File: src/design/bfm_pkg.sv
// ----------------------------------------------------------------------------
// bfm_pkg
// Shared types and constants of the bloom filter membership block.
// ----------------------------------------------------------------------------
package bfm_pkg;

   localparam int NB_W      = 17;   // num_bits register and probe positions
   localparam int NH_W      = 6;    // num_hashes register
   localparam int LEN_W     = 11;   // key length in bytes, up to 2047
   localparam int CNT_W     = 32;   // entry count
   localparam int ROW_W     = 32;   // bits per row of the bit store
   localparam int BIT_AW    = 5;    // bit select within a row
   localparam int CSR_W     = 17;   // widest register
   localparam int REG_IDX_W = 1;

   localparam logic [31:0] MIX_M      = 32'h5bd1e995;
   localparam logic [31:0] FIRST_SEED = 32'h9747b28c;

   localparam logic [REG_IDX_W-1:0] REG_NUM_BITS   = 1'b0;
   localparam logic [REG_IDX_W-1:0] REG_NUM_HASHES = 1'b1;

   typedef enum logic [1:0] {
      OP_CHECK   = 2'd0,
      OP_ADD     = 2'd1,
      OP_ADD_NEW = 2'd2,
      OP_CLEAR   = 2'd3
   } opcode_type;

   typedef enum logic [1:0] {
      ST_OK    = 2'd0,
      ST_EMPTY = 2'd1,
      ST_BAD   = 2'd2
   } status_type;

   // One classified key, handed from the front to the back
   typedef struct packed {
      opcode_type       opcode;
      logic [LEN_W-1:0] len;
      logic             malformed;
      logic             bank;
   } cmd_type;

   typedef struct packed {
      logic                 wr_en;
      logic [REG_IDX_W-1:0] index;
      logic [CSR_W-1:0]     data;
   } csr_type;

endpackage

File: src/design/bfm_chan_if.sv
// ----------------------------------------------------------------------------
// bfm_chan_if
// Valid/ready channels of the bloom filter membership block.
// ----------------------------------------------------------------------------
interface bfm_req_if;
   logic        valid;
   logic        ready;
   logic [1:0]  opcode;
   logic [31:0] key_word;
   logic [2:0]  word_bytes;
   logic        last;

   modport source (output valid, opcode, key_word, word_bytes, last, input ready);
   modport sink   (input valid, opcode, key_word, word_bytes, last, output ready);
endinterface


File: src/design/bfm_front.sv
// ----------------------------------------------------------------------------
// bfm_front
// Takes key words, buffers them in one of two key banks and classifies
// the key when its last word arrives.
// ----------------------------------------------------------------------------
module bfm_front #(
   parameter int MAX_KEY_BYTES = 64,
   parameter int WORD_AW       = 4
) (
   input  logic                  clock,
   input  logic                  reset,
   bfm_req_if.sink               req_chan,
   input  logic                  queue_full,
   input  logic                  init_busy,
   output logic                  cmd_push,
   output bfm_pkg::cmd_type      cmd,
   input  logic [WORD_AW:0]      rd_addr,
   output logic [31:0]           rd_data
);
   import bfm_pkg::*;

   logic [LEN_W-1:0] cnt_ff, cnt_in, cnt_n;
   logic             mal_ff, mal_in, mal_n;
   logic             bank_ff, bank_in;
   logic [LEN_W:0]   sum;
   logic [31:0]      mask;
   logic             wr_en;
   logic             accept;
   logic [WORD_AW:0] wr_addr;
   logic [31:0]      key_mem [2**(WORD_AW+1)];
   logic [31:0]      rd_data_ff;

   assign req_chan.ready = !queue_full && !init_busy;
   assign accept         = req_chan.valid && req_chan.ready;
   assign wr_addr        = {bank_ff, cnt_ff[WORD_AW+1:2]};
   assign rd_data        = rd_data_ff;

   always_comb begin
      sum   = {1'b0, cnt_ff} + {{(LEN_W-2){1'b0}}, req_chan.word_bytes};
      mal_n = mal_ff;
      cnt_n = cnt_ff;
      wr_en = 1'b0;
      unique case (req_chan.word_bytes)
         3'd1:    mask = 32'h0000_00ff;
         3'd2:    mask = 32'h0000_ffff;
         3'd3:    mask = 32'h00ff_ffff;
         default: mask = 32'hffff_ffff;
      endcase
      if (req_chan.word_bytes > 3'd4 || (!req_chan.last && req_chan.word_bytes != 3'd4)) begin
         mal_n = 1'b1;
      end else if (!mal_ff) begin
         if (sum > (LEN_W+1)'(MAX_KEY_BYTES)) begin
            mal_n = 1'b1;
         end else if (req_chan.word_bytes != 3'd0) begin
            wr_en = 1'b1;
            cnt_n = sum[LEN_W-1:0];
         end
      end
      cmd_push      = accept && req_chan.last;
      cmd.opcode    = opcode_type'(req_chan.opcode);
      cmd.len       = cnt_n;
      cmd.malformed = mal_n;
      cmd.bank      = bank_ff;
      cnt_in  = cnt_ff;
      mal_in  = mal_ff;
      bank_in = bank_ff;
      if (accept) begin
         cnt_in = req_chan.last ? '0 : cnt_n;
         mal_in = req_chan.last ? 1'b0 : mal_n;
         // flip to the other bank once the key is queued
         bank_in = req_chan.last ? !bank_ff : bank_ff;
      end
   end

   always_ff @(posedge clock) begin
      if (reset) begin
         cnt_ff  <= '0;
         mal_ff  <= 1'b0;
         bank_ff <= 1'b0;
      end else begin
         cnt_ff  <= cnt_in;
         mal_ff  <= mal_in;
         bank_ff <= bank_in;
      end
   end

   always_ff @(posedge clock) begin
      if (accept && wr_en) begin
         key_mem[wr_addr] <= req_chan.key_word & mask;
      end
      rd_data_ff <= key_mem[rd_addr];
   end

endmodule

File: src/flat_wrapper.sv
// flat-port wrapper written by rule: the top's interface ports become plain ports
module bfm_front_flat import bfm_pkg::*;
#(
   parameter int MAX_KEY_BYTES = 64,
   parameter int WORD_AW       = 4
)
  (clock, reset, queue_full, init_busy, cmd_push, cmd, rd_addr, rd_data, req_chan_valid, req_chan_opcode, req_chan_key_word, req_chan_word_bytes, req_chan_last, req_chan_ready);
  bfm_req_if req_chan_i ();
  input  logic clock;
  input  logic reset;
  input  logic queue_full;
  input  logic init_busy;
  output logic cmd_push;
  output bfm_pkg::cmd_type cmd;
  input  logic [WORD_AW:0] rd_addr;
  output logic [31:0] rd_data;
  input wire logic [$bits(req_chan_i.valid)-1:0] req_chan_valid;
  input wire logic [$bits(req_chan_i.opcode)-1:0] req_chan_opcode;
  input wire logic [$bits(req_chan_i.key_word)-1:0] req_chan_key_word;
  input wire logic [$bits(req_chan_i.word_bytes)-1:0] req_chan_word_bytes;
  input wire logic [$bits(req_chan_i.last)-1:0] req_chan_last;
  output wire logic [$bits(req_chan_i.ready)-1:0] req_chan_ready;
  assign req_chan_i.valid = req_chan_valid;
  assign req_chan_i.opcode = req_chan_opcode;
  assign req_chan_i.key_word = req_chan_key_word;
  assign req_chan_i.word_bytes = req_chan_word_bytes;
  assign req_chan_i.last = req_chan_last;
  assign req_chan_ready = req_chan_i.ready;
  bfm_front #(.MAX_KEY_BYTES(MAX_KEY_BYTES), .WORD_AW(WORD_AW)) u_core (.clock(clock), .reset(reset), .req_chan(req_chan_i), .queue_full(queue_full), .init_busy(init_busy), .cmd_push(cmd_push), .cmd(cmd), .rd_addr(rd_addr), .rd_data(rd_data));
endmodule
File: config.mk
export PLATFORM = sky130hd
export DESIGN_NAME = bfm_front_flat
export DESIGN_NICKNAME = d
export VERILOG_FILES = /design/src/design/bfm_pkg.sv /design/src/design/bfm_chan_if.sv /design/src/design/bfm_front.sv /design/src/flat_wrapper.sv
export SDC_FILE = /design/constraint.sdc
export NUM_CORES = 1
export LEC_CHECK = 0
export ABC_AREA = 1
export BUFFER_PORTS_ARGS = -buffer_cell sky130_fd_sc_hd__buf_2
export CORE_UTILIZATION = 50
export DETAILED_ROUTE_END_ITERATION = 8
export MAX_ROUTING_LAYER = met4
export PLACE_DENSITY = 0.69
export REMOVE_ABC_BUFFERS = 1
export SYNTH_ARGS = -nofsm -noshare
export SYNTH_HDL_FRONTEND = slang
export SYNTH_SLANG_ARGS = --single-unit
File: constraint.sdc
create_clock -name clock -period 3.9 [get_ports clock]
set_clock_uncertainty 0.2 [all_clocks]
set_input_delay 0 -clock clock [delete_from_list [all_inputs] [get_ports clock]]
set_output_delay 0 -clock clock [all_outputs]
set_load 0.05 [all_outputs]
==> qor.csv <==
metric,value,unit
async_reset_ff_share,0,%
htree_levels,3,
routed_wirelength,112.1,mm
required,4.05,ns
die-area,84300,sq um
clock_latency,0.67,ns
slew_headroom,20.87,%
synth_edf_count,1024,
regArea,31650,sq um
fmax,280.9,MHz
vdd_ir_drop_max,0.3648,mV
num_vias,27230,
yosysSeqAreaShare,76.14,%
antenna_found_initial,10,
cp_cell_sequence,ha_1 -> fa_1 -> xnor2_1 -> nand3_1 -> nor3_1 -> nand2_1 -> nand2_2 -> nand3_4 -> nor3_4 -> nand3_2 -> nor2_4 -> buf_4,
ys_warn_count,0,
end_kind,register,
grt_pass1_vias,26380,
cts_resized,0,
min_period,3.560,ns
ys_seq_elements,1069,
slowest_delay,0.45,ns
synthCells,3070,
multi_input_area,9041,sq um
cts_tree,built,
critPathLaunchType,register,
worstHoldEndpoint,u_core.rd_data[8],
utilization,58.89,%
overflow,0,
r2r_cells,12,
synthToLayoutAreaGrowth,16.51,%
finalNetCount,3278,
critPathMaxFanout,14,
post_drt_wl_per_cell,25.52,um
synth_cell_types,34,
holdWs,0.04044,ns
clock_path_buffers,3,
yosys-top-cells-area,"edfxtp_1, o21ai_0, nor2_1",
die_h,290.3,um
avgSynthCellArea,13.54,sq um
powerDensity,502.0,nW/um^2
fp.coreArea,82240,sq um
drc,0,
reg2reg_slack,0.34,ns
dieWidth,290.3,um
cp.arrival,3.71,ns
status,completed,
setup_viol,0,
hold_viol_final,0,
port_buffers,92,
synth.cell_area,41570,sq um
cts_sinks,1069,
initial_utilization,50.55,%
min_delay_path_depth,5,
std_cell_rows,105,
fillers,6205,
r2r_end,u_core.key_mem[25][13],
cts_buffers,107,
crit_slowest_cell,fa_1,
p_leak,15.65,nW
drt_iter0_markers,3418,
rsz0062_at_grt,no,
hold_path_startpoint,rd_addr[1],
maxCapViolCount,0,
dr.pass1.iters,5,
dp_hpwl,67.97,mm
min_path_type,in -> reg,
slew_violations,0,
ys_top_cells_by_count,"edfxtp_1, nor2_1, o21ai_0",
clk_pin_slew,0.06,ns
gp_congestion,0.9156,
worstMarginPinSlew,1.186,ns
grt.total_usage,27.22,%
grt_pass1_wl,166.5,mm
netlist.area_leader.share,73.97,%
yosys.area.top_type,edfxtp_1,
r2r-start,u_core.cnt_ff[0],
cts-root-buf,clkbuf_16,
ant_nets,0,
critPathKind,reg -> reg,
viasPerCell,6.199,
fin_tns_setup,0,ns
yosysMostFrequentCell,edfxtp_1,
drive_gt1_share,13.09,%
io_pins,97,
grt_max_degree,90,
finalCritPeriodShare,91.28,%
yosys_most_used_dff,edfxtp_1,
==> registers in the layout (all words and copies together) (netlist names) <==
name	flops
u_core.rd_data	32
u_core.mal_ff	1
u_core.bank_ff	1
u_core.key_mem	1024
u_core.cnt_ff	11
==> metal layers <==
layer | vias up | part of all wire (%) | wire length [um] | global-route usage, %
met1 | 13460 | 40 | 44920 | 36.92
met2 | 1615 | 46 | 51250 | 40.23
met3 | 190 | 12 | 13440 | 8.061
met5 | - | 0 | 0 | -
met4 | 0 | 2.2 | 2520 | 7.187
li1 | 11970 | - | - | -
==> power breakdown <==
group / total [mW] / internal (mW) / switching (mW)
registers: 12.7 / 12.7 / 0.0225
clock network: 9.99 / 5.68 / 4.30
logic: 1.65 / 0.397 / 1.25
total: 24.3 / 18.7 / 5.58
==> how the worst max path moves through the flow <==
stage	start	endpoint	depth (start not counted)
after global placement	u_core.cnt_ff[0]	u_core.key_mem[25][14]	12
after global routing	u_core.cnt_ff[0]	u_core.key_mem[25][13]	12
after floorplan	rd_addr[0]	u_core.rd_data[16]	7
final	u_core.cnt_ff[0]	u_core.key_mem[25][13]	12
after CTS	u_core.cnt_ff[0]	u_core.key_mem[25][25]	12
after detailed placement	u_core.cnt_ff[0]	u_core.key_mem[25][31]	12
==> repair_timing <==
action,in CTS,in global routing
hold buffers,50,0
setup buffers,0,0
hold endpoints to repair,976,0
==> metrics by stage <==
step	cells	total power, mW	area (sq um)	worst slack, ns
6_report	4393	24.31	48440	0.3399
5_1_grt	4392	24.95	48430	0.1552
4_1_cts	4386	24.39	48420	0.3235
3_5_place_dp	4137	14.50	44490	0.3640
3_3_place_gp	4137	14.46	44490	0.3981
2_1_floorplan	2840	13.73	40660	-4.504
==> kinds of logic (layout without fill, tap and decap cells) <==
family          after synthesis  in the layout  synth area share, %
compound gates              881            881                12.89
flops                      1069           1069                76.14
xor+xnor                      1              1              0.02107
fa+ha+maj                     4              4               0.1385
buf+inv                     286            532                2.694
other cells                   0              7                    0
simple gates                829            829                8.123
==> critical path: cells and delay by family (launching register included) <==
kind,cells,cell delay [ns]
xor gates and xnor gates,1,0.22
buffers and inverters,1,0.28
adders and majority gates,2,0.69
DFF,1,0.33
and+or+nand+nor,8,1.51
==> layout make-up <==
| class | count | share of cell area (%) |
|---|---|---|
| clock buffer | 131 | 5.820 |
| timing repair buffer | 277 | 5.639 |
| clock inverter | 68 | 1.258 |
| tap | 1070 | 2.764 |
| sequential | 1069 | 65.35 |
| inverter | 56 | 0.4701 |
| multi-input combinational | 1715 | 18.67 |
| antenna | 7 | 0.03617 |
==> placed cells by master, fill, tap and decap left out, types with 10 or more instances in the layout <==
cell type / netlist / final
a21oi_1: 11 / 11
a31oi_1: 32 / 32
a32oi_1: 27 / 27
buf_12: 0 / 59
buf_2: 19 / 89
buf_4: 6 / 77
clkbuf_1: 190 / 20
clkbuf_16: 0 / 108
clkinv_1: 2 / 30
clkinv_2: 0 / 16
dfxtp_1: 45 / 45
dlygate4sd3_1: 0 / 50
edfxtp_1: 1024 / 1024
inv_1: 53 / 50
nand2_1: 76 / 76
nand3_1: 88 / 88
nand3_2: 10 / 10
nor2_1: 633 / 601
nor2_4: 1 / 33
o21ai_0: 551 / 551
o221ai_1: 190 / 190
o22ai_1: 66 / 66
(Power assumes the default switching activity.)
