<file path="src/design/bfm_pkg.sv">
// ----------------------------------------------------------------------------
// bfm_pkg
// Shared types and constants of the bloom filter membership block.
// ----------------------------------------------------------------------------
package bfm_pkg;

   localparam int NB_W      = 17;   // num_bits register and probe positions
   localparam int NH_W      = 6;    // num_hashes register
   localparam int LEN_W     = 11;   // key length in bytes, up to 2047
   localparam int CNT_W     = 32;   // entry count
   localparam int ROW_W     = 32;   // bits per row of the bit store
   localparam int BIT_AW    = 5;    // bit select within a row
   localparam int CSR_W     = 17;   // widest register
   localparam int REG_IDX_W = 1;

   localparam logic [31:0] MIX_M      = 32'h5bd1e995;
   localparam logic [31:0] FIRST_SEED = 32'h9747b28c;

   localparam logic [REG_IDX_W-1:0] REG_NUM_BITS   = 1'b0;
   localparam logic [REG_IDX_W-1:0] REG_NUM_HASHES = 1'b1;

   typedef enum logic [1:0] {
      OP_CHECK   = 2'd0,
      OP_ADD     = 2'd1,
      OP_ADD_NEW = 2'd2,
      OP_CLEAR   = 2'd3
   } opcode_type;

   typedef enum logic [1:0] {
      ST_OK    = 2'd0,
      ST_EMPTY = 2'd1,
      ST_BAD   = 2'd2
   } status_type;

   // One classified key, handed from the front to the back
   typedef struct packed {
      opcode_type       opcode;
      logic [LEN_W-1:0] len;
      logic             malformed;
      logic             bank;
   } cmd_type;

   typedef struct packed {
      logic                 wr_en;
      logic [REG_IDX_W-1:0] index;
      logic [CSR_W-1:0]     data;
   } csr_type;

endpackage

</file>
<file path="src/design/bfm_queue.sv">
// ----------------------------------------------------------------------------
// bfm_queue
// Two-entry command queue between front and back; one entry per key bank.
// ----------------------------------------------------------------------------
module bfm_queue (
   input  logic             clock,
   input  logic             reset,
   input  logic             push,
   input  bfm_pkg::cmd_type push_data,
   input  logic             pop,
   output bfm_pkg::cmd_type head,
   output logic             empty,
   output logic             full
);
   import bfm_pkg::*;

   cmd_type    entry_ff [2];
   logic       wr_ptr_ff, rd_ptr_ff;
   logic [1:0] fill_ff;

   assign head  = entry_ff[rd_ptr_ff];
   assign empty = (fill_ff == 2'd0);
   assign full  = (fill_ff == 2'd2);

   always_ff @(posedge clock) begin
      if (reset) begin
         wr_ptr_ff <= 1'b0;
         rd_ptr_ff <= 1'b0;
         fill_ff   <= 2'd0;
      end else begin
         if (push) wr_ptr_ff <= !wr_ptr_ff;
         if (pop)  rd_ptr_ff <= !rd_ptr_ff;
         fill_ff <= fill_ff + {1'b0, push} - {1'b0, pop};
      end
   end

   always_ff @(posedge clock) begin
      if (push) entry_ff[wr_ptr_ff] <= push_data;
   end

endmodule

</file>
<file path="config.mk">
export PLATFORM = sky130hd
export DESIGN_NAME = bfm_queue
export DESIGN_NICKNAME = d
export VERILOG_FILES = /design/src/design/bfm_pkg.sv /design/src/design/bfm_queue.sv
export SDC_FILE = /design/constraint.sdc
export NUM_CORES = 1
export LEC_CHECK = 0
export BUFFER_PORTS_ARGS = -buffer_cell sky130_fd_sc_hd__clkbuf_2
export CAP_MARGIN = 5
export CORE_UTILIZATION = 54
export DETAILED_ROUTE_END_ITERATION = 16
export PLACE_DENSITY = 0.86
export SLEW_MARGIN = 20
export SYNTH_ARGS = -nofsm -noshare
export SYNTH_HDL_FRONTEND = slang
export SYNTH_SLANG_ARGS = --single-unit
</file>
<file path="constraint.sdc">
create_clock -name clock -period 3.15 [get_ports clock]
set_input_delay 0.63 -clock clock [delete_from_list [all_inputs] [get_ports clock]]
set_output_delay 0.63 -clock clock [all_outputs]
set_load 0.01 [all_outputs]
</file>
==> impl_metrics.py, run 1 <==
metrics = {
    "clock_network": {
        "cts_hold_repair.buffers": 0,
        "cts_inserted_buffers": 5,
        "clkSlewWorstSetupHoldPaths_ns": 0.11,
        "clk_latency_ns": 0.32,
        "tritoncts": "built",
        "cts_max_path_buffers": 2,
        "htree_levels": 2,
        "numClockSinks": 35,
        "postCtsSetupRepairBufs": 0,
        "post_cts_resize_count": 0,
        "clock-root-buffer": "sky130_fd_sc_hd__clkbuf_4",
    },
    "job": {
        "max_cap_viol_count": 0,
    },
    "logic_synthesis": {
        "synth.cell_area_um2": 1360,
        "syn_avg_cell_area_um2": 19.9,
        "synthDominantAreaCellType": "sky130_fd_sc_hd__edfxtp_1",
        "synth_warnings": 0,
        "netlist-cell-type-count": 13,
        "yosys-top-cells-area": "sky130_fd_sc_hd__edfxtp_1, sky130_fd_sc_hd__mux2_4, sky130_fd_sc_hd__dfxtp_1",
        "number_of_instances_in_the_synthesized_netlist": 68,
        "ys_seq_area_share_pct": 73.9,
        "synthesis.nets": 89,
        "synth_seq_cells": 35,
        "post-synth-top-area-fraction_pct": 66.5,
    },
    "sta": {
        "worst_slew_pin_slew_ns": 0.826,
        "setup_total_negative_slack_ns": 0,
        "post-route-period-util_pct": 75.4,
        "timing.max_slew.rel_slack_pct": 44.8,
        "worst_slack_ns": 0.775,
        "final-max-slew-violation-count": 0,
        "finalHoldViolCount": 0,
        "unrepaired_setup_endpoints_after_global_routing": "no",
        "fin_crit_ns": 2.37,
        "max_clock_freq_mhz": 421,
        "setup_viol_count_final": 0,
        "clock_skew_ns": 0.0106,
    },
    "power_and_ir_drop": {
        "switch_pwr_w": 0.000222,
        "powerDensity_nw_per_um2": 660,
        "seqPwrFrac_pct": 51.5,
        "comb_pwr_share_pct": 12.7,
        "worst_ir_drop_vdd_v": 0.000476,
        "power.share.switching_pct": 20.4,
        "pwr-share-clk_pct": 35.7,
        "post-layout-total-power_w": 0.00109,
        "p_int_w": 0.000865,
        "p_leak_nw": 0.678,
    },
    "setup_path": {
        "timing.critical_path.required_ns": 2.52,
        "start_kind": "register",
        "timing.critical_path.fanout_max": 15,
        "cp.arrival_ns": 1.74,
        "end_kind": "output pin",
        "worst_setup_path_type": "register to output pin",
    },
    "global_route": {
        "total_grt_usage_pct": 16.6,
        "maximum_number_of_pins_on_one_net_before_global_route_repair": 16,
        "grt_overflow": 0,
        "antenna_violations_before_repair": 0,
        "global_route_wire_length_before_repair_um": 3020,
        "grt_pass1_vias": 716,
    },
    "layout": {
        "num-nets-final": 130,
        "final_cell_mix": "sky130_fd_sc_hd__clkbuf_2, sky130_fd_sc_hd__edfxtp_1, sky130_fd_sc_hd__mux2_4",
        "area.growth.synth_to_final_pct": 21.5,
        "nFillCells": 158,
        "final_area_um2": 1650,
        "mostFrequentLayoutCell": "sky130_fd_sc_hd__clkbuf_2",
        "n_antenna_cell": 0,
        "multi_input_area_um2": 315,
        "instances_no_fill": 138,
        "final-seq-area_um2": 1000,
        "layout-drive-gt1-share_pct": 53.6,
    },
    "place": {
        "post-place-cells": 130,
        "place.port_buffers": 35,
        "pre_cts_ws_ns": 1.10,
        "placedInstanceArea_um2": 1540,
        "dpl.hpwl_um": 1430,
        "gp_routability_congestion": 0.592,
    },
    "route": {
        "drt_wl_cell_um": 13.9,
        "detailedRoute.firstIterationViolations": 9,
        "routed_via_density": 5.00,
        "postRouteAntennaNets": 0,
        "drc": 0,
        "drt_pass1_iterations": 4,
        "route.vias.total": 690,
        "wl_um": 1910,
    },
    "floorplanning": {
        "die_width_um": 52.1,
        "row_count": 17,
        "design.die.area_um2": 2710,
        "io_pins": 36,
        "core_region_area_um2": 2300,
        "floorplan.initialDensity_pct": 59.0,
        "die-height_um": 52.1,
    },
    "min_path": {
        "holdCritPathClass": "primary input to register",
    },
    "status": {
        "status": "finished clean",
    },
}
[logic make-up (layout without fill, tap and decap cells)]
logic type / count (synthesis) / count (layout) / share of synthesized area, %
simple gates: 9 / 9 / 3.23
xor+xnor: 3 / 3 / 2.95
mux: 15 / 15 / 15.2
flops: 35 / 35 / 73.9
fa+ha+maj: 2 / 2 / 1.85
buf+inv: 4 / 46 / 2.86
[metal layers]
metal,routed length [µm],share of wire (%),vias up,GRT usage (%)
met3,114,6.0,5,4.68
li1,-,-,335,-
met4,30,1.6,0,9.46
met5,0,0,-,0
met1,717,38,322,16.8
met2,1050,55,28,30.1
[path summary, 6_finish.rpt]
path	start	to	slack (ns)	depth (start not counted)
worst max-delay path	register	head[3]	0.78	2
worst min-delay path	push_data[1]	entry_ff[0][1]$_DFFE_PP_	0.49	1
worst max register to register	wr_ptr_ff$_SDFFE_PP0P_	entry_ff[0][8]$_DFFE_PP_	1.73	2
worst min register to register	rd_ptr_ff$_SDFFE_PP0P_	rd_ptr_ff$_SDFFE_PP0P_	0.52	2
[synth_stat cells (all sizes together)]
cell	count
buf	2
xnor2	2
inv	2
and2	1
nor2b	3
mux2	15
dfxtp	5
nor2	5
edfxtp	30
ha	2
xnor3	1
[critical path, stage by stage (launching register included)]
cell and delay [ns]:
sky130_fd_sc_hd__dfxtp_1 0.88, sky130_fd_sc_hd__mux2_2 0.42, sky130_fd_sc_hd__clkbuf_2 0.13
[metrics by stage]
stage	util, %	hold WS (ns)
global route	71.7	0.470
detailed placement	67.1	0.504
floorplan	-	0.480
global placement	67.1	0.502
finish	71.7	0.489
CTS	71.7	0.481
[flip-flops by register name, indices dropped and copies added (netlist names), named ones only]
name and count:
fill_ff 2, wr_ptr_ff 1, entry_ff 30, rd_ptr_ff 1
[cell type report]
type / count / area share [%]
multi-input cells: 29 / 19.1
repair buffers: 36 / 11.1
clock buffers: 5 / 2.28
flip-flops and latches: 35 / 60.8
clock inverters: 3 / 4.10
inverters: 2 / 0.456
well taps: 28 / 2.13
[power groups by stage]
stage                     Sequential (W)  Clock, W  Combinational (W)
after floorplan                 0.000559         0           0.000103
after global placement          0.000569         0           0.000134
after detailed placement        0.000572         0           0.000141
after CTS                       0.000561  0.000393           0.000141
after global routing            0.000564  0.000411           0.000153
final                           0.000560  0.000388           0.000139
Note: power is estimated with default switching activity, not from simulation.
==> run 2: changes to the inputs <==
Settings changed: ABC_AREA from default to 1, CORE_UTILIZATION 54 to 46, PLACE_DENSITY 0.86 to 0.78.
Clock period 3.15 ns to 2.09 ns, I/O delays scaled along.
==> impl_metrics.py, run 2 <==
metrics = {
    "place": {
        "placedInstanceArea_um2": 1580,
        "place.port_buffers": 35,
        "post-place-cells": 146,
        "gp_routability_congestion": 0.609,
        "dpl.hpwl_um": 1580,
    },
    "layout": {
        "nFillCells": 219,
        "register_bank_with_the_most_flops": "entry_ff",
        "final_area_um2": 1640,
        "layout-drive-gt1-share_pct": 49.6,
        "reg.largest.list": "entry_ff (30), fill_ff (2)",
        "instances_no_fill": 154,
        "num-nets-final": 143,
        "mostFrequentLayoutCell": "sky130_fd_sc_hd__clkbuf_2",
        "number_of_flip_flops_under_the_largest_register_name": 30,
        "area.growth.synth_to_final_pct": 20.2,
        "final_cell_mix": "sky130_fd_sc_hd__clkbuf_2, sky130_fd_sc_hd__edfxtp_1, sky130_fd_sc_hd__mux2_4",
        "n_antenna_cell": 0,
    },
    "sta": {
        "setup_total_negative_slack_ns": 0,
        "finalHoldViolCount": 0,
        "unrepaired_setup_endpoints_after_global_routing": "no",
        "worst_slew_pin_slew_ns": 0.618,
        "setup_viol_count_final": 0,
        "timing.max_slew.rel_slack_pct": 58.7,
        "fin_crit_ns": 1.95,
        "max_clock_freq_mhz": 513,
        "post-route-period-util_pct": 93.4,
        "final-max-slew-violation-count": 0,
        "clock_skew_ns": 0.0126,
        "holdWs_ns": 0.275,
    },
    "route": {
        "detailedRoute.firstIterationViolations": 5,
        "route.vias.total": 766,
        "routed_via_density": 4.97,
        "postRouteAntennaNets": 0,
        "drt_wl_cell_um": 13.5,
        "wl_um": 2080,
        "drc": 0,
        "drt_pass1_iterations": 4,
    },
    "min_path": {
        "timing.hold.worst.start": "push_data[1]",
        "holdCritPathClass": "primary input to register",
    },
    "setup_path": {
        "critical_path.slowest_cell": "sky130_fd_sc_hd__dfxtp_1",
        "worstPathCellList": "buf_4 > mux2_2 > clkbuf_2",
        "regToRegStartpoint": "wr_ptr_ff$_SDFFE_PP0P_",
        "cp.arrival_ns": 1.53,
        "start_kind": "register",
        "timing.critical_path.fanout_max": 7,
        "worst_setup_path_type": "register to output pin",
        "timing.critical_path.required_ns": 1.67,
        "critical-path-max-stage-delay_ns": 0.53,
        "end_kind": "output pin",
    },
    "logic_synthesis": {
        "synth_warnings": 0,
        "synthDominantAreaCellType": "sky130_fd_sc_hd__edfxtp_1",
        "synth_edf_count": 30,
        "async_flop_share_pct": 0,
        "synth_compound_area_share_pct": 0.367,
        "post_synth_and_or_nand_nor_area_fraction_pct": 4.04,
        "number_of_instances_in_the_synthesized_netlist": 78,
        "yosys.area_share.adder_pct": 1.84,
        "synth_commonest_cells": "sky130_fd_sc_hd__edfxtp_1, sky130_fd_sc_hd__mux2_4, sky130_fd_sc_hd__inv_1, sky130_fd_sc_hd__nor2_1",
        "synth.mux.area_fraction_pct": 15.2,
        "yosys-top-cells-area": "sky130_fd_sc_hd__edfxtp_1, sky130_fd_sc_hd__mux2_4, sky130_fd_sc_hd__dfxtp_1",
        "largest_family_of_logic_cells_by_synthesized_area": "multiplexers",
        "synth.cell_area_um2": 1360,
        "post-synth-top-area-fraction_pct": 66.1,
        "post-synth-top-count-cell": "sky130_fd_sc_hd__edfxtp_1",
        "ys_seq_area_share_pct": 73.5,
        "main_synth_ff_type": "sky130_fd_sc_hd__edfxtp_1",
        "synthXorXnorAreaFrac_pct": 0.643,
        "syn_avg_cell_area_um2": 17.5,
        "synthesis.nets": 99,
        "synth_seq_cells": 35,
        "netlist-cell-type-count": 14,
    },
    "power_and_ir_drop": {
        "comb_pwr_share_pct": 14.2,
        "p_int_w": 0.00107,
        "power.share.switching_pct": 23.4,
        "switch_pwr_w": 0.000326,
        "powerDensity_nw_per_um2": 850,
        "seqPwrFrac_pct": 59.1,
        "worst_ir_drop_vdd_v": 0.000818,
        "p_leak_nw": 0.702,
        "pwr-share-clk_pct": 26.6,
    },
    "clock_network": {
        "clock-root-buffer": "sky130_fd_sc_hd__clkbuf_4",
        "htree_levels": 2,
        "clk_latency_ns": 0.32,
        "clkSlewWorstSetupHoldPaths_ns": 0.11,
        "cts_max_path_buffers": 2,
        "cts_hold_repair.buffers": 0,
        "post_cts_resize_count": 0,
        "tritoncts": "built",
        "cts_inserted_buffers": 5,
        "numClockSinks": 35,
        "postCtsSetupRepairBufs": 0,
    },
    "global_route": {
        "grt_pass1_vias": 785,
        "total_grt_usage_pct": 14.8,
        "antenna_violations_before_repair": 0,
        "maximum_number_of_pins_on_one_net_before_global_route_repair": 17,
        "global_route_wire_length_before_repair_um": 3360,
        "grt_overflow": 0,
    },
    "floorplanning": {
        "floorplan.initialDensity_pct": 49.0,
        "row_count": 19,
        "io_pins": 36,
        "die_width_um": 56.4,
        "die-height_um": 56.4,
        "core_region_area_um2": 2780,
        "design.die.area_um2": 3180,
    },
    "job": {
        "max_cap_viol_count": 0,
    },
    "status": {
        "status": "finished clean",
    },
}
==> run 2: cell types whose count changed after synthesis, sizes merged <==
cell,previous run,this run
a21oi,0,1
and2,1,0
inv,2,8
nand2,0,4
nand3,0,1
nor2,5,8
nor2b,3,0
nor3,0,1
xnor2,2,1
xnor3,1,0
==> run 2: worst max-delay path, delay by kind of cell, from the launching register on <==
kind                   cells  cell delay [ns]
DFF                        1             0.53
buffers and inverters      2             0.34
muxes                      1             0.34
==> run 2: stage by stage <==
step           power, W  worst slack (ns)  util [%]
5_1_grt         0.00146            0.0417      58.9
3_3_place_gp    0.00103             0.530      56.6
2_1_floorplan  0.000967             0.605         -
4_1_cts         0.00141             0.117      58.9
6_report        0.00139             0.139      58.9
3_5_place_dp    0.00104             0.482      56.6
==> run 2: final cells by class <==
type / instances / area [µm²] / share of cell area [%]
well taps: 31 / 38.8 / 2.37
flip-flops and latches: 35 / 1000 / 61.1
repair buffers: 39 / 205 / 12.5
multi-input cells: 33 / 300 / 18.3
clock inverters: 2 / 11.3 / 0.688
clock buffers: 6 / 51.3 / 3.13
inverters: 8 / 30.0 / 1.83
==> run 2: worst paths after layout <==
check             depth (start not counted)                  endpoint  slack, ns
setup / recovery                          3                   head[0]       0.14
hold / removal                            1  entry_ff[1][1]$_DFFE_PP_       0.28
setup reg to reg                          2  entry_ff[0][5]$_DFFE_PP_       0.83
hold reg to reg                           2    wr_ptr_ff$_SDFFE_PP0P_       0.53
==> run 2: kinds of logic after synthesis <==
kind of cell,after synthesis
adders and majority gates,2
and+or+nand+nor,14
buffers and inverters,10
AOI/OAI and AO/OA,1
muxes,15
xor gates and xnor gates,1
DFF,35
==> run 2: power by group through the flow <==
stage	clock (W)	sequential (W)	combinational (W)
after floorplan	0	0.000831	0.000136
after global placement	0	0.000837	0.000194
after detailed placement	0	0.000841	0.000201
after CTS	0.000381	0.000825	0.000202
after global routing	0.000411	0.000829	0.000216
final	0.000371	0.000824	0.000198
==> run 2: metal layers <==
metal  up-vias  global-route usage, %  part of all wire (%)
met2        26                   24.4                    53
met3         5                   5.07                   6.0
li1        368                      -                     -
met1       367                   16.8                    39
met5         -                      0                     0
met4         0                   8.36                   1.6
==> run 3: changes to the inputs <==
==> constraint.sdc (replaced) <==
create_clock -name clock -period 2.09 [get_ports clock]
set_input_delay 0 -clock clock [delete_from_list [all_inputs] [get_ports clock]]
set_output_delay 0 -clock clock [all_outputs]
set_load 0.01 [all_outputs]
==> impl_metrics.py, run 3 (same netlist as run 2, synthesis figures left out) <==
metrics = {
    "layout": {
        "fin_util_pct": 65.0,
        "layout-drive-gt1-share_pct": 41.1,
        "number_of_flip_flops_under_the_largest_register_name": 30,
        "mostFrequentLayoutCell": "sky130_fd_sc_hd__clkbuf_2",
        "num-nets-final": 161,
        "area.growth.synth_to_final_pct": 32.6,
        "final-seq-area_um2": 1000,
        "n_antenna_cell": 0,
        "register_bank_with_the_most_flops": "entry_ff",
        "final_cell_mix": "sky130_fd_sc_hd__clkbuf_2, sky130_fd_sc_hd__edfxtp_1, sky130_fd_sc_hd__dlygate4sd3_1",
        "reg.largest.list": "entry_ff (30), fill_ff (2)",
        "nFillCells": 204,
        "instances_no_fill": 172,
        "multi_input_area_um2": 300,
    },
    "power_and_ir_drop": {
        "comb_pwr_share_pct": 16.4,
        "p_int_w": 0.00106,
        "pwr-share-clk_pct": 23.8,
        "powerDensity_nw_per_um2": 761,
        "power.share.switching_pct": 22.7,
        "switch_pwr_w": 0.000312,
        "worst_ir_drop_vdd_v": 0.000604,
        "p_leak_nw": 0.772,
        "seqPwrFrac_pct": 59.8,
    },
    "job": {
        "max_cap_viol_count": 0,
    },
    "setup_path": {
        "timing.critical_path.required_ns": 2.09,
        "end_kind": "output pin",
        "cp.arrival_ns": 1.55,
        "regToRegStartpoint": "wr_ptr_ff$_SDFFE_PP0P_",
        "slack_of_the_worst_reg_to_reg_path_ns": 0.84,
        "timing.critical_path.fanout_max": 9,
        "worst_setup_path_type": "register to output pin",
        "start_kind": "register",
    },
    "clock_network": {
        "cts_hold_repair.buffers": 19,
        "clkSlewWorstSetupHoldPaths_ns": 0.09,
        "cts_inserted_buffers": 5,
        "tritoncts": "built",
        "htree_levels": 2,
        "clk_latency_ns": 0.32,
        "post_cts_resize_count": 0,
        "clock-root-buffer": "sky130_fd_sc_hd__clkbuf_4",
        "postCtsSetupRepairBufs": 0,
        "numClockSinks": 35,
        "cts_max_path_buffers": 2,
    },
    "route": {
        "detailedRoute.firstIterationViolations": 29,
        "drt_wl_cell_um": 12.3,
        "postRouteAntennaNets": 0,
        "drc": 0,
        "wl_um": 2110,
        "route.vias.total": 793,
        "routed_via_density": 4.61,
        "drt_pass1_iterations": 4,
    },
    "global_route": {
        "total_grt_usage_pct": 14.9,
        "global_route_wire_length_before_repair_um": 3340,
        "maximum_number_of_pins_on_one_net_before_global_route_repair": 17,
        "grt_overflow": 0,
        "antenna_violations_before_repair": 0,
        "grt_pass1_vias": 816,
    },
    "floorplanning": {
        "core_region_area_um2": 2780,
        "die-height_um": 56.4,
        "design.die.area_um2": 3180,
        "die_width_um": 56.4,
        "floorplan.initialDensity_pct": 49.0,
        "row_count": 19,
        "io_pins": 36,
    },
    "sta": {
        "worst_slew_pin_slew_ns": 0.635,
        "final-max-slew-violation-count": 0,
        "fin_crit_ns": 1.55,
        "unrepaired_setup_endpoints_after_global_routing": "no",
        "post-route-period-util_pct": 74.2,
        "timing.max_slew.rel_slack_pct": 57.6,
        "max_clock_freq_mhz": 645,
        "finalHoldViolCount": 0,
        "setup_viol_count_final": 0,
        "setup_total_negative_slack_ns": 0,
        "clock_skew_ns": 0.00821,
    },
    "place": {
        "dpl.hpwl_um": 1430,
        "post-place-cells": 145,
        "place.port_buffers": 35,
        "gp_routability_congestion": 0.594,
    },
    "min_path": {
        "holdCritPathClass": "primary input to register",
        "timing.hold.worst.start": "push_data[3]",
    },
    "status": {
        "status": "finished clean",
    },
}
-- run 3: path summary, 6_finish.rpt --
kind	to	cells past startpoint
hold reg to reg	wr_ptr_ff$_SDFFE_PP0P_	2
hold / removal	entry_ff[1][3]$_DFFE_PP_	2
setup / recovery	head[7]	3
setup reg to reg	entry_ff[1][5]$_DFFE_PP_	2
-- run 3: critical path: stages, from the launching register on --
cell and delay [ns]:
sky130_fd_sc_hd__dfxtp_1 0.51, sky130_fd_sc_hd__buf_4 0.28, sky130_fd_sc_hd__mux2_4 0.32, sky130_fd_sc_hd__clkbuf_2 0.13
-- run 3: power groups by stage --
stage | Combinational [W] | Sequential (W) | Clock, W
finish | 0.000225 | 0.000822 | 0.000328
global route | 0.000243 | 0.000826 | 0.000369
CTS | 0.000227 | 0.000823 | 0.000340
detailed placement | 0.000198 | 0.000839 | 0
global placement | 0.000191 | 0.000836 | 0
floorplan | 0.000136 | 0.000831 | 0
-- run 3: final cells by class --
cell class / count / share of cell area (%)
multi-input cells: 33 / 16.6
repair buffers: 57 / 21.5
inverters: 8 / 1.66
well taps: 31 / 2.15
flip-flops and latches: 35 / 55.4
clock buffers: 8 / 2.70
-- run 3: per-stage QoR --
step / area (µm²) / setup slack [ns] / hold WS, ns / power, W
after floorplan: 1360 / 0.727 / 0.0712 / 0.000967
final: 1810 / 0.539 / 0.407 / 0.00137
after CTS: 1810 / 0.502 / 0.383 / 0.00139
after global placement: 1570 / 0.875 / 0.190 / 0.00103
after global routing: 1810 / 0.440 / 0.383 / 0.00144
after detailed placement: 1570 / 0.842 / 0.195 / 0.00104
-- run 3: per-layer routing --
metal  track usage (%)  up-vias  share of wire, %
met5                 0        -                 0
met4              12.2        0               2.9
met3              5.07        7               5.6
met2              22.5       28                48
met1              16.9      356                43
li1                  -      402                 -
